`src/rtl/core/volume_trilinear_gradient_sampler_unit_macros.svh`:
```
// Assertion helpers shared by the sampler RTL.
// Each expects clk and arst_n in scope.
`ifndef VOLUME_TRILINEAR_GRADIENT_SAMPLER_UNIT_MACROS_SVH
`define VOLUME_TRILINEAR_GRADIENT_SAMPLER_UNIT_MACROS_SVH

// Property holds at every clock edge out of reset.
`define VTG_CHECK(lbl, prop, msg) \
	lbl: assert property (@(posedge clk) disable iff (!arst_n) prop) else $error(msg);

// Consequent holds in the cycle after the antecedent.
`define VTG_CHECK_NEXT(lbl, ante, cons, msg) \
	lbl: assert property (@(posedge clk) disable iff (!arst_n) ante |=> cons) else $error(msg);

`endif

```
`src/rtl/core/vtg_pkg.sv`:
```
`timescale 1ns / 1ps
package vtg_pkg;

	localparam int MAX_SIDE_DEF = 64;
	localparam int QUEUE_DEPTH  = 2;

	localparam int SIZE_W  = 7;
	localparam int SCALE_W = 24;
	localparam int T_W     = 32;
	localparam int D_W     = 33;
	localparam int CODE_W  = 8;

	localparam logic [SIZE_W-1:0]  SIZE_RESET  = 7'd64;
	localparam logic [SCALE_W-1:0] SCALE_RESET = 24'd257;

	localparam logic [2:0] LAST_SAMPLE = 3'd6;
	localparam logic [2:0] LAST_CORNER = 3'd7;
	localparam logic [2:0] TOP_BIT     = 3'd6;
	localparam logic [1:0] LAST_COMP   = 2'd2;

	localparam logic [CODE_W-1:0] CODE_MID     = 8'd127;
	localparam logic [CODE_W-1:0] CODE_NEG_TOP = 8'd126;
	localparam logic [CODE_W-1:0] CODE_SAT     = 8'd255;

	typedef enum logic [1:0] {
		REG_SIZE_X,
		REG_SIZE_Y,
		REG_SIZE_Z,
		REG_SCALE
	} reg_idx_t;

	typedef enum logic {
		CMD_WRITE,
		CMD_SAMPLE
	} cmd_t;

	typedef enum logic [1:0] {
		F_IDLE,
		F_ISSUE,
		F_DRAIN
	} front_state_t;

	typedef enum logic [2:0] {
		B_IDLE,
		B_SQ,
		B_PREP,
		B_CAND,
		B_CMP,
		B_OUT
	} back_state_t;

	typedef struct packed {
		logic [SIZE_W-1:0]  size_x;
		logic [SIZE_W-1:0]  size_y;
		logic [SIZE_W-1:0]  size_z;
		logic [SCALE_W-1:0] density_scale;
	} cfg_t;

	// centre sample and the three central differences
	typedef struct packed {
		logic [T_W-1:0]        tc;
		logic signed [D_W-1:0] dx;
		logic signed [D_W-1:0] dy;
		logic signed [D_W-1:0] dz;
	} bundle_t;

	typedef struct packed {
		logic [CODE_W-1:0] density_code;
		logic [CODE_W-1:0] normal_x_code;
		logic [CODE_W-1:0] normal_y_code;
		logic [CODE_W-1:0] normal_z_code;
	} result_t;

	// Corner offset plus one along an axis for sample si:
	// 0 centre, 1/2 x-1/x+1, 3/4 y-1/y+1, 5/6 z-1/z+1.
	function automatic logic [1:0] shift_add(input logic [2:0] si, input logic [1:0] axis);
		logic [1:0] r;
		r = 2'd1;
		if (si != 3'd0 && si <= LAST_SAMPLE && 2'((si - 3'd1) >> 1) == axis) begin
			r = si[0] ? 2'd0 : 2'd2;
		end
		return r;
	endfunction

endpackage

```
`src/rtl/core/vtg_fifo.sv`:
```
`timescale 1ns / 1ps
module vtg_fifo #(
	parameter int WIDTH = 8,
	parameter int DEPTH = vtg_pkg::QUEUE_DEPTH
) (
	input  logic             clk,
	input  logic             arst_n,
	input  logic             wr,
	input  logic [WIDTH-1:0] wdata,
	input  logic             rd,
	output logic [WIDTH-1:0] rdata,
	output logic             empty,
	output logic             full
);

	localparam int PW = (DEPTH > 1) ? $clog2(DEPTH) : 1;
	localparam int CW = $clog2(DEPTH + 1);

	logic [WIDTH-1:0] slot_q [DEPTH];
	logic [PW-1:0]    wptr_q, rptr_q;
	logic [CW-1:0]    cnt_q;
	logic             do_wr, do_rd;

	assign empty = (cnt_q == '0);
	assign full  = (cnt_q == CW'(DEPTH));
	assign do_wr = wr && !full;
	assign do_rd = rd && !empty;
	assign rdata = slot_q[rptr_q];

	always_ff @(posedge clk or negedge arst_n) begin
		if (!arst_n) begin
			wptr_q <= '0;
			rptr_q <= '0;
			cnt_q  <= '0;
		end else begin
			if (do_wr) begin
				wptr_q <= (wptr_q == PW'(DEPTH - 1)) ? '0 : wptr_q + 1'b1;
			end
			if (do_rd) begin
				rptr_q <= (rptr_q == PW'(DEPTH - 1)) ? '0 : rptr_q + 1'b1;
			end
			if (do_wr && !do_rd) begin
				cnt_q <= cnt_q + 1'b1;
			end else if (do_rd && !do_wr) begin
				cnt_q <= cnt_q - 1'b1;
			end
		end
	end

	always_ff @(posedge clk) begin
		if (do_wr) begin
			slot_q[wptr_q] <= wdata;
		end
	end

endmodule

```
`config.mk`:
```
export PLATFORM = sky130hd
export DESIGN_NAME = vtg_fifo
export DESIGN_NICKNAME = d
export VERILOG_FILES = /design/src/rtl/core/volume_trilinear_gradient_sampler_unit_macros.svh /design/src/rtl/core/vtg_pkg.sv /design/src/rtl/core/vtg_fifo.sv
export SDC_FILE = /design/constraint.sdc
export NUM_CORES = 1
export LEC_CHECK = 0
export BUFFER_PORTS_ARGS = -buffer_cell sky130_fd_sc_hd__buf_2
export CAP_MARGIN = 20
export CORE_MARGIN = 3
export CORE_UTILIZATION = 44
export DETAILED_ROUTE_END_ITERATION = 8
export HOLD_SLACK_MARGIN = 0.06
export PLACE_DENSITY = 0.78
export SYNTH_ARGS = -nofsm -noshare
export SYNTH_HDL_FRONTEND = slang
export SYNTH_SLANG_ARGS = --single-unit
```
`constraint.sdc`:
```
create_clock -name clk -period 1.5 [get_ports clk]
set_clock_uncertainty 0.1 [all_clocks]
set_input_delay 0.45 -clock clk [delete_from_list [all_inputs] [get_ports clk]]
set_output_delay 0.45 -clock clk [all_outputs]
set_load 0.03 [all_outputs]
```
; Yosys cells after proc, flatten, opt, wreduce, memory -nomap -nowiden
; Memories as Yosys holds them, arrays and structs flattened.
; Index checks and enable logic that the tools add are counted.
[classes]
n_eq_ne = 1
mux = 6
add_sub_neg = 4
reduce_logical = 10
[ops]
columns = op, count
row1 = $logic_and 1x1->1, 4
row2 = $logic_not 1->1, 4
row3 = $mux 1, 4
row4 = $mux 2, 2
row5 = $add 1x1->1 const B, 2
row6 = $add 2x1->2 const B, 1
row7 = $eq 2x2->1 const B, 1
row8 = $logic_not 2->1, 1
row9 = $reduce_bool 2->1, 1
row10 = $sub 2x1->2 const B, 1
[word_totals]
word_cells = 25
mem_count = 1
ram_bits = 16
reg_bits = 4
out_inout_bits = 10
[memory_table]
columns = name, depth, word_bits, rd, rd_clocked_by_memory_dff, write_ports, line
row1 = slot_q, 2, 8, 1, 0, 1, vtg_fifo.sv:19  ; logic [WIDTH-1:0] slot_q [DEPTH];

; Depth between registers and ports, before layout
; Gate-level depths: netlist of the first run.
[depth]
ltp_word = 7
ltp_mapped = 7

; Worst setup path before layout of the first run
; Ideal clock, no wire load.
[synth_path]
path_kind = register to output
start = reg rptr_q
end = out rdata[0]
required_ns = 0.950
setup_slack_ns = -0.003
stages_incl_launch_ff = 3
arrival_ns = 0.953
cell_sequence = dfrtp_1 -> buf_2 -> mux2_1
[synth_via]
elab_chain_len = 1
[synth_rtl]
columns = element, line
row1 = start: declaration, vtg_fifo.sv:20  ; logic [PW-1:0] wptr_q, rptr_q;
row2 = start signal: assignment, vtg_fifo.sv:40  ; rptr_q <= (rptr_q == PW'(DEPTH - 1)) ? '0 : rptr_q + 1'b1;
row3 = $mem_v2 2x8, -
row4 = end: declaration, vtg_fifo.sv:11  ; output logic [WIDTH-1:0] rdata,
; No other way between the ends.

; Final worst setup path of the first run
[layout_path]
start = reg rptr_q
end = out rdata[5]
; The elaborated chain is that of the path after synthesis.

==> results of run 1 <==
-- worst register-to-register path, delay by kind of cell, from the launching register on --
kind          cells  cell delay [ns]
buf+inv           2             0.16
fa+ha+maj         1             0.15
flops             1             0.42
xor+xnor          2             0.29
simple gates      3             0.33
-- logic make-up (layout without fill, tap and decap cells) --
| kind of cell | after synthesis | in the layout | synth area share [%] |
|---|---|---|---|
| AOI/OAI and AO/OA | 1 | 1 | 0.646 |
| xor gates and xnor gates | 5 | 5 | 5.66 |
| adders and majority gates | 1 | 1 | 1.62 |
| buffers and inverters | 3 | 41 | 1.62 |
| DFF | 20 | 20 | 75.0 |
| muxes | 8 | 8 | 11.6 |
| and+or+nand+nor | 6 | 6 | 3.88 |
-- synthesized netlist by cell type --
| library cell | number | area [um2] |
|---|---|---|
| and3_1 | 1 | 6.26 |
| buf_2 | 1 | 5.00 |
| dfrtp_1 | 4 | 100 |
| edfxtp_1 | 16 | 480 |
| ha_1 | 1 | 12.5 |
| inv_1 | 2 | 7.51 |
| mux2_1 | 7 | 78.8 |
| mux2_2 | 1 | 11.3 |
| nand2_2 | 1 | 6.26 |
| nand2b_1 | 1 | 6.26 |
| nor2_1 | 3 | 11.3 |
| o21ai_1 | 1 | 5.00 |
| xnor2_1 | 3 | 26.3 |
| xor2_1 | 2 | 17.5 |
-- layer usage --
metal | up-vias | track usage, %
li1 | 235 | -
met1 | 232 | 16.1
met2 | 14 | 21.6
met3 | 2 | 4.14
met4 | 0 | 6.45
met5 | - | 0
-- through the flow --
stage / instance area, um2 / setup TNS [ns] / instances
2_1_floorplan: 774 / 0 / 44
3_3_place_gp: 940 / -1.02 / 86
3_5_place_dp: 940 / -0.963 / 86
4_1_cts: 1140 / -2.85 / 98
5_1_grt: 1160 / -3.32 / 98
6_report: 1160 / -2.78 / 98
-- what timing repair did --
item | in CTS | in global routing
setup buffers | 7 | 0
endpoints found under the setup margin | 11 | 27
hold buffers | 1 | 0
endpoints found under the hold margin | 4 | 0
gates resized for setup | 33 | 4
pin swaps | 2 | 3
-- report_power, final --
part	leakage, nW	switching (mW)	internal [mW]
combinational	0.277	0.647	0.715
clock	0.0210	0.147	0.148
sequential	0.193	0.0796	0.782
total	0.491	0.873	1.64
-- sequential cells by signal, indices dropped and copies added, names as in the netlist --
name and count:
cnt_q 2, wptr_q 1, rptr_q 1, slot_q 16
-- worst paths after layout --
check	slack [ns]	end	from	cells after the start
worst max-delay path	-0.34	rdata[5]	rptr_q	3
worst min-delay path	0.24	slot_q[1][0]	wdata[0]	1
worst max register to register	-0.01	cnt_q[1]	cnt_q[0]	8
worst min register to register	0.42	wptr_q	wptr_q	1
max in group asynchronous	0.79	rptr_q	arst_n	2
min in group asynchronous	0.38	cnt_q[0]	arst_n	2
-- final cells by class --
| class | count | area (um2) |
|---|---|---|
| Timing Repair Buffer | 35 | 279 |
| Fill cell | 97 | 414 |
| Sequential cell | 20 | 583 |
| Multi-Input combinational cell | 21 | 236 |
| Tap cell | 16 | 20.0 |
| Clock buffer | 4 | 36.3 |
| Inverter | 2 | 7.51 |
==> flow_summary_export.csv, run 1 <==
group,metric,value,unit
outcome,outcome,"finished with violations",
outcome,violations,"setup timing",
floorplan,die_w,48.0,um
detailed_routing,firstDrtPassIters,4,
worst_setup_path,path_common_cell,"buf_6",
sta,fin_hold_ws,0.239,ns
sta,maxSlewHeadroom,85.7,%
sta,drv_slew,0,
sta,fmax,543,MHz
floorplan,io-pin-count,22,
grt,antenna_found_initial,0,
place,place_ws,-0.134,ns
clocking,cts_buffers,3,
cells_and_area,final_nets,96,
clocking,worstSkewPairLatency,0.29,ns
pwr,pwr_density_cell,2170,mW/mm2
sta,rsz0062_at_grt,"yes",
detailed_routing,antenna_left,0,
floorplan,rows,14,
synth,postSynthAreaPerCell,17.6,um2
synth,yosysUniqueCellTypes,14,
worst_setup_path,arrival,1.29,ns
grt,overflow,0,
worst_setup_path,path_class,"reg -> out",
cells_and_area,mostFrequentLayoutCells,"edfxtp_1 (16), buf_4 (12), buf_2 (11), buf_6 (11), mux2_2 (6)",
synth,syn_area,774,um2
detailed_routing,wl_met3,51,um
floorplan,fp.dieH,48.0,um
floorplan,die_area,0.00230,mm2
pwr,p_leak,0.491,nW
detailed_routing,drc,0,
grt,grt_pass1_wl,1.96,mm
cells_and_area,num_antenna_cells,0,
worst_hold_path,min_path_type,"in -> reg",
cells_and_area,final_util,73.7,%
detailed_routing,m1WireLength,613,um
clocking,cts_tree,"done",
worst_setup_path,cp.required,0.95,ns
synth,synth_warnings,0,
clocking,htree_num_levels,1,
detailed_routing,top_layer_used,"met4",
synth,synth_nets,57,
detailed_routing,drt-vias-per-instance,4.93,
place,port-buffer-count,21,
detailed_routing,drt_iter0_markers,4,
floorplan,core,0.00158,mm2
worst_setup_path,cp-end-kind,"primary output",
detailed_routing,vias,483,
worst_setup_path,crit_chain,"buf_6 > mux2_4 > buf_6",
cells_and_area,layout_commonest_cell,"edfxtp_1",
synth,ys_ff_latch,20,
sta,finalHoldViolCount,0,
synth,synth_seq_area_share,75.0,%
worst_setup_path,cp_slowest_cell,"dfrtp_2",
grt,grt_max_degree,12,
place,routabilityCongestion,0.739,
cells_and_area,layout-drive-gt1-share,69.5,%
worst_setup_path,worstPathMaxFanout,4,
clocking,cts.clk_slew.worst_paths,0.10,ns
clocking,cts.sinks,20,
worst_setup_path,worstSetupStartpointType,"register",
sta,tightest_slew,0.214,ns
clocking,root_buffer,"clkbuf_4",
sta,setup_violations,11,
floorplan,start_util,49.1,%
pwr,power.total,2.52,mW
flow_run,cap_violations,0,
clocking,clk_path_buf_depth,2,
place,place_hpwl,907,um
worst_setup_path,crit_family,"flip-flops",
detailed_routing,routed_wl,1.39,mm
pwr,max-vdd-ir-drop,1.13,mV
grt,grt_pass1_vias,461,
sta,min_period,1.84,ns
worst_setup_path,critPathBufInv,2,
sta,setup_slack,-0.341,ns
detailed_routing,wl_per_cell,14.1,um
detailed_routing,dr_wl_met2,701,um
grt,grt_usage,13.4,%
worst_setup_path,cpPeakStageDelay,0.43,ns
synth,syn-instance-count,44,
cells_and_area,areaGrowthSynthToFinish,50.1,%
sta,finalCritPeriodShare,123,%
Note: power is estimated with default switching activity, not from simulation.
==> inputs of run 2 (changes only) <==
- MAX_ROUTING_LAYER: unset -> met4
==> flow_summary_export.csv, run 2 (same netlist as run 1, synthesis figures left out) <==
group,metric,value,unit
grt,grt_max_degree,12,
worst_setup_path,worstPathMaxFanout,4,
grt,antenna_found_initial,0,
detailed_routing,antenna_left,0,
sta,setup_violations,11,
clocking,worstSkewPairLatency,0.29,ns
pwr,p_leak,0.491,nW
outcome,violations,"setup timing",
grt,grt_pass1_vias,461,
pwr,max-vdd-ir-drop,1.13,mV
worst_setup_path,endpoint,"rdata[5]",
detailed_routing,drt-vias-per-instance,4.85,
sta,drv_slew,0,
worst_setup_path,worstSetupStartpointType,"register",
clocking,cts_buffers,3,
cells_and_area,mostFrequentLayoutCells,"edfxtp_1 (16), buf_4 (12), buf_2 (11), buf_6 (11), mux2_2 (6)",
pwr,power.total,2.52,mW
sta,finalCritPeriodShare,123,%
sta,fin_hold_ws,0.239,ns
clocking,cts.sinks,20,
worst_setup_path,path_class,"reg -> out",
cells_and_area,largest_reg_flops,16,
floorplan,die_area,0.00230,mm2
place,place_hpwl,907,um
sta,tightest_slew,0.215,ns
cells_and_area,regMostFlops,"slot_q",
clocking,htree_num_levels,1,
clocking,cts_tree,"done",
place,port-buffer-count,21,
floorplan,start_util,49.1,%
detailed_routing,drc,0,
place,placed_cells,86,
floorplan,core,0.00158,mm2
cells_and_area,layout_commonest_cell,"edfxtp_1",
worst_setup_path,cp-end-kind,"primary output",
floorplan,rows,14,
cells_and_area,layout-drive-gt1-share,69.5,%
worst_hold_path,min_from,"wdata[0]",
grt,grt_usage,13.8,%
worst_setup_path,arrival,1.29,ns
clocking,root_buffer,"clkbuf_4",
outcome,outcome,"finished with violations",
worst_setup_path,cp.required,0.95,ns
place,place_area,940,um2
detailed_routing,wl_per_cell,14.2,um
cells_and_area,areaGrowthSynthToFinish,50.1,%
worst_setup_path,reg2reg_depth,8,
pwr,pwr_density_cell,2170,mW/mm2
clocking,clk_path_buf_depth,2,
worst_setup_path,r2r_setup_slack,-0.01,ns
clocking,cts.clk_slew.worst_paths,0.10,ns
grt,overflow,0,
worst_setup_path,reg2reg_to,"cnt_q[1]",
worst_setup_path,r2r-start,"cnt_q[0]",
floorplan,fp.dieH,48.0,um
floorplan,die_w,48.0,um
place,routabilityCongestion,0.748,
detailed_routing,routed_wl,1.39,mm
cells_and_area,reg_top3,"slot_q x16, cnt_q x2",
grt,grt_pass1_wl,1.96,mm
worst_hold_path,min_path_type,"in -> reg",
sta,maxSlewHeadroom,85.6,%
cells_and_area,final_nets,96,
cells_and_area,num_antenna_cells,0,
sta,rsz0062_at_grt,"yes",
detailed_routing,vias,475,
sta,min_period,1.84,ns
cells_and_area,finalInstanceArea,0.00116,mm2
place,place_ws,-0.134,ns
cells_and_area,instances_no_fill,98,
detailed_routing,firstDrtPassIters,4,
sta,setup_slack,-0.341,ns
sta,fmax,543,MHz
detailed_routing,drt_iter0_markers,5,
worst_setup_path,startpoint,"rptr_q",
floorplan,io-pin-count,22,
flow_run,cap_violations,0,
sta,finalHoldViolCount,0,
[run 2: cell counts in the layout (fill, tap and decap cells not counted)]
Identical to the previous run, type by type.
[run 2: cell type report]
cell class | instances | area (um2)
inverter | 2 | 7.51
sequential | 20 | 583
clock buffer | 4 | 36.3
fill | 97 | 414
timing repair buffer | 35 | 279
multi-input combinational | 21 | 236
tap | 16 | 20.0
[run 2: worst max-delay path, stage by stage, from the launching register on]
cell	delay (ns)
dfrtp_2	0.43
buf_6	0.13
mux2_4	0.30
buf_6	0.14
[run 2: repair_timing]
action / CTS / global route
endpoints found under the hold margin: 4 / 0
buffers inserted: 7 / 0
resized for setup: 33 / 4
hold buffers: 1 / 0
pin swaps: 2 / 3
gates cloned: 0 / 0
setup endpoints to repair: 11 / 27
[run 2: per-layer routing]
layer,wire [um],up-vias,track usage [%]
li1,-,233,-
met1,626,222,16.1
met2,688,18,21.6
met3,59,2,4.14
met4,19,0,6.45
met5,0,-,-
[run 2: where the power goes]
group | internal [mW] | switching, mW
sequential | 0.782 | 0.0802
combinational | 0.715 | 0.649
clock | 0.148 | 0.148
[run 2: how the worst min path moves through the flow]
stage | cells after the start | slack, ns | endpoint
floorplan | 0 | 0.05 | cnt_q[0]
global placement | 1 | 0.16 | cnt_q[0]
CTS | 1 | 0.23 | slot_q[1][0]
detailed placement | 1 | 0.16 | cnt_q[0]
global route | 1 | 0.22 | slot_q[1][0]
finish | 1 | 0.24 | slot_q[1][0]
[run 2: per-stage QoR]
| stage | setup TNS, ns | utilization, % |
|---|---|---|
| 5_1_grt | -3.32 | 73.7 |
| 2_1_floorplan | 0 | - |
| 3_5_place_dp | -0.963 | 59.6 |
| 4_1_cts | -2.85 | 72.5 |
| 3_3_place_gp | -1.02 | 59.6 |
| 6_report | -2.78 | 73.7 |
==> inputs of run 3 (changes only) <==
- CORE_UTILIZATION: 44 -> 50
- PLACE_DENSITY: 0.78 -> 0.83
- RECOVER_POWER: unset -> 100
- clock period: 1.5 -> 2.21 ns (I/O delays scaled with it)
==> flow_summary_export.csv, run 3 (same netlist as run 1, synthesis figures left out) <==
group,metric,value,unit
floorplan,start_util,56.0,%
floorplan,die_area,0.00206,mm2
floorplan,io-pin-count,22,
worst_setup_path,cpPeakStageDelay,0.50,ns
cells_and_area,final_util,68.9,%
place,place_ws,0.334,ns
pwr,max-vdd-ir-drop,0.996,mV
sta,setup_slack,0.108,ns
worst_setup_path,crit_family,"flip-flops",
worst_setup_path,cp.required,1.45,ns
cells_and_area,instances_no_fill,85,
grt,grt_pass1_wl,1.81,mm
detailed_routing,vias,418,
worst_setup_path,arrival,1.34,ns
grt,antenna_found_initial,0,
detailed_routing,drt-vias-per-instance,4.92,
grt,grt_usage,13.5,%
sta,finalHoldViolCount,0,
place,port-buffer-count,21,
cells_and_area,areaGrowthSynthToFinish,22.9,%
clocking,htree_num_levels,1,
clocking,root_buffer,"clkbuf_4",
place,place_hpwl,800,um
worst_setup_path,cp-end-kind,"primary output",
grt,grt_max_degree,13,
sta,finalCritPeriodShare,95.1,%
clocking,cts_buffers,3,
worst_setup_path,path_class,"reg -> out",
clocking,cts.clk_slew.worst_paths,0.11,ns
cells_and_area,layout-drive-gt1-share,31.4,%
clocking,clk_path_buf_depth,2,
sta,rsz0062_at_grt,"no",
detailed_routing,drt_iter0_markers,4,
clocking,cts_tree,"done",
pwr,pwr_density_cell,1460,mW/mm2
place,placed_cells,80,
sta,maxSlewHeadroom,69.4,%
detailed_routing,drc,0,
sta,drv_slew,0,
sta,fin_hold_ws,0.404,ns
detailed_routing,antenna_left,0,
sta,tightest_slew,0.459,ns
floorplan,core,0.00138,mm2
detailed_routing,wl_per_cell,12.9,um
worst_setup_path,worstSetupStartpointType,"register",
cells_and_area,fillers,106,
cells_and_area,layout_commonest_cell,"edfxtp_1",
grt,grt_pass1_vias,434,
detailed_routing,firstDrtPassIters,3,
pwr,p_leak,0.387,nW
sta,setup_violations,0,
place,routabilityCongestion,0.649,
worst_setup_path,startpoint,"rptr_q",
outcome,outcome,"finished, final reports clean",
sta,min_period,2.10,ns
cells_and_area,reg_top3,"slot_q x16, cnt_q x2",
worst_setup_path,critPathBufInv,1,
floorplan,fp.dieH,45.4,um
cells_and_area,largest_reg_flops,16,
worst_hold_path,min_from,"wptr_q",
cells_and_area,num_antenna_cells,0,
cells_and_area,final_nets,84,
worst_setup_path,cp_slowest_cell,"dfrtp_2",
grt,overflow,0,
cells_and_area,regMostFlops,"slot_q",
clocking,post_cts_buffers,0,
worst_setup_path,crit_chain,"mux2_1 > clkbuf_2",
clocking,cts.sinks,20,
cells_and_area,mostFrequentLayoutCells,"edfxtp_1 (16), buf_2 (8), clkbuf_2 (8)",
flow_run,cap_violations,0,
worst_setup_path,worstPathMaxFanout,9,
worst_setup_path,r2r-start,"cnt_q[0]",
worst_hold_path,min_path_type,"reg -> reg",
floorplan,rows,13,
detailed_routing,routed_wl,1.10,mm
floorplan,die_w,45.4,um
sta,fmax,476,MHz
sta,tns,0,ns
clocking,worstSkewPairLatency,0.29,ns
## run 3: path summary, 6_finish.rpt
check	endpoint	depth (start not counted)	slack, ns
setup / recovery	rdata[2]	2	0.11
hold / removal	wptr_q	1	0.40
setup reg to reg	slot_q[0][0]	4	0.57
hold reg to reg	wptr_q	1	0.40
max in group asynchronous	rptr_q	2	1.17
min in group asynchronous	rptr_q	2	0.63
## run 3: layout make-up
type | count | area (um2) | area share, %
clock buffer | 3 | 22.5 | 2.37
clock inverter | 1 | 30.0 | 3.15
inverter | 2 | 7.51 | 0.788
sequential | 20 | 582 | 61.1
timing repair buffer | 23 | 113 | 11.8
tap | 15 | 18.8 | 1.97
multi-input combinational | 21 | 179 | 18.8
## run 3: power by group
group          total, mW  switching, mW  internal (mW)  leakage (nW)
registers          0.605         0.0760          0.529         0.194
clock network      0.292          0.109          0.183        0.0279
logic              0.493          0.315          0.178         0.165
total               1.39          0.500          0.890         0.387
## run 3: routing by layer
metal | GRT usage, % | vias to the layer above | share of wire (%)
met1 | 13.8 | 192 | 43
met5 | - | - | 0
met3 | 3.59 | 4 | 4.7
met2 | 23.4 | 13 | 50
met4 | 7.02 | 0 | 2.2
li1 | - | 209 | -
## run 3: worst register-to-register path, delay by kind of cell (launching register included)
| kind | cells | cell delay, ns |
|---|---|---|
| buffers and inverters | 1 | 0.38 |
| AND/OR/NAND/NOR | 3 | 0.37 |
| flip-flops | 1 | 0.45 |
## run 3: repair_timing
item,in CTS,in global routing
setup endpoints to repair,5,0
resized for setup,1,0
hold buffers,1,0
hold endpoints to repair,4,0
## run 3: per-stage QoR
stage / area [um2] / power [mW]
4_1_cts: 965 / 1.42
3_3_place_gp: 901 / 1.11
2_1_floorplan: 774 / 0.986
5_1_grt: 952 / 1.47
6_report: 952 / 1.39
3_5_place_dp: 901 / 1.13
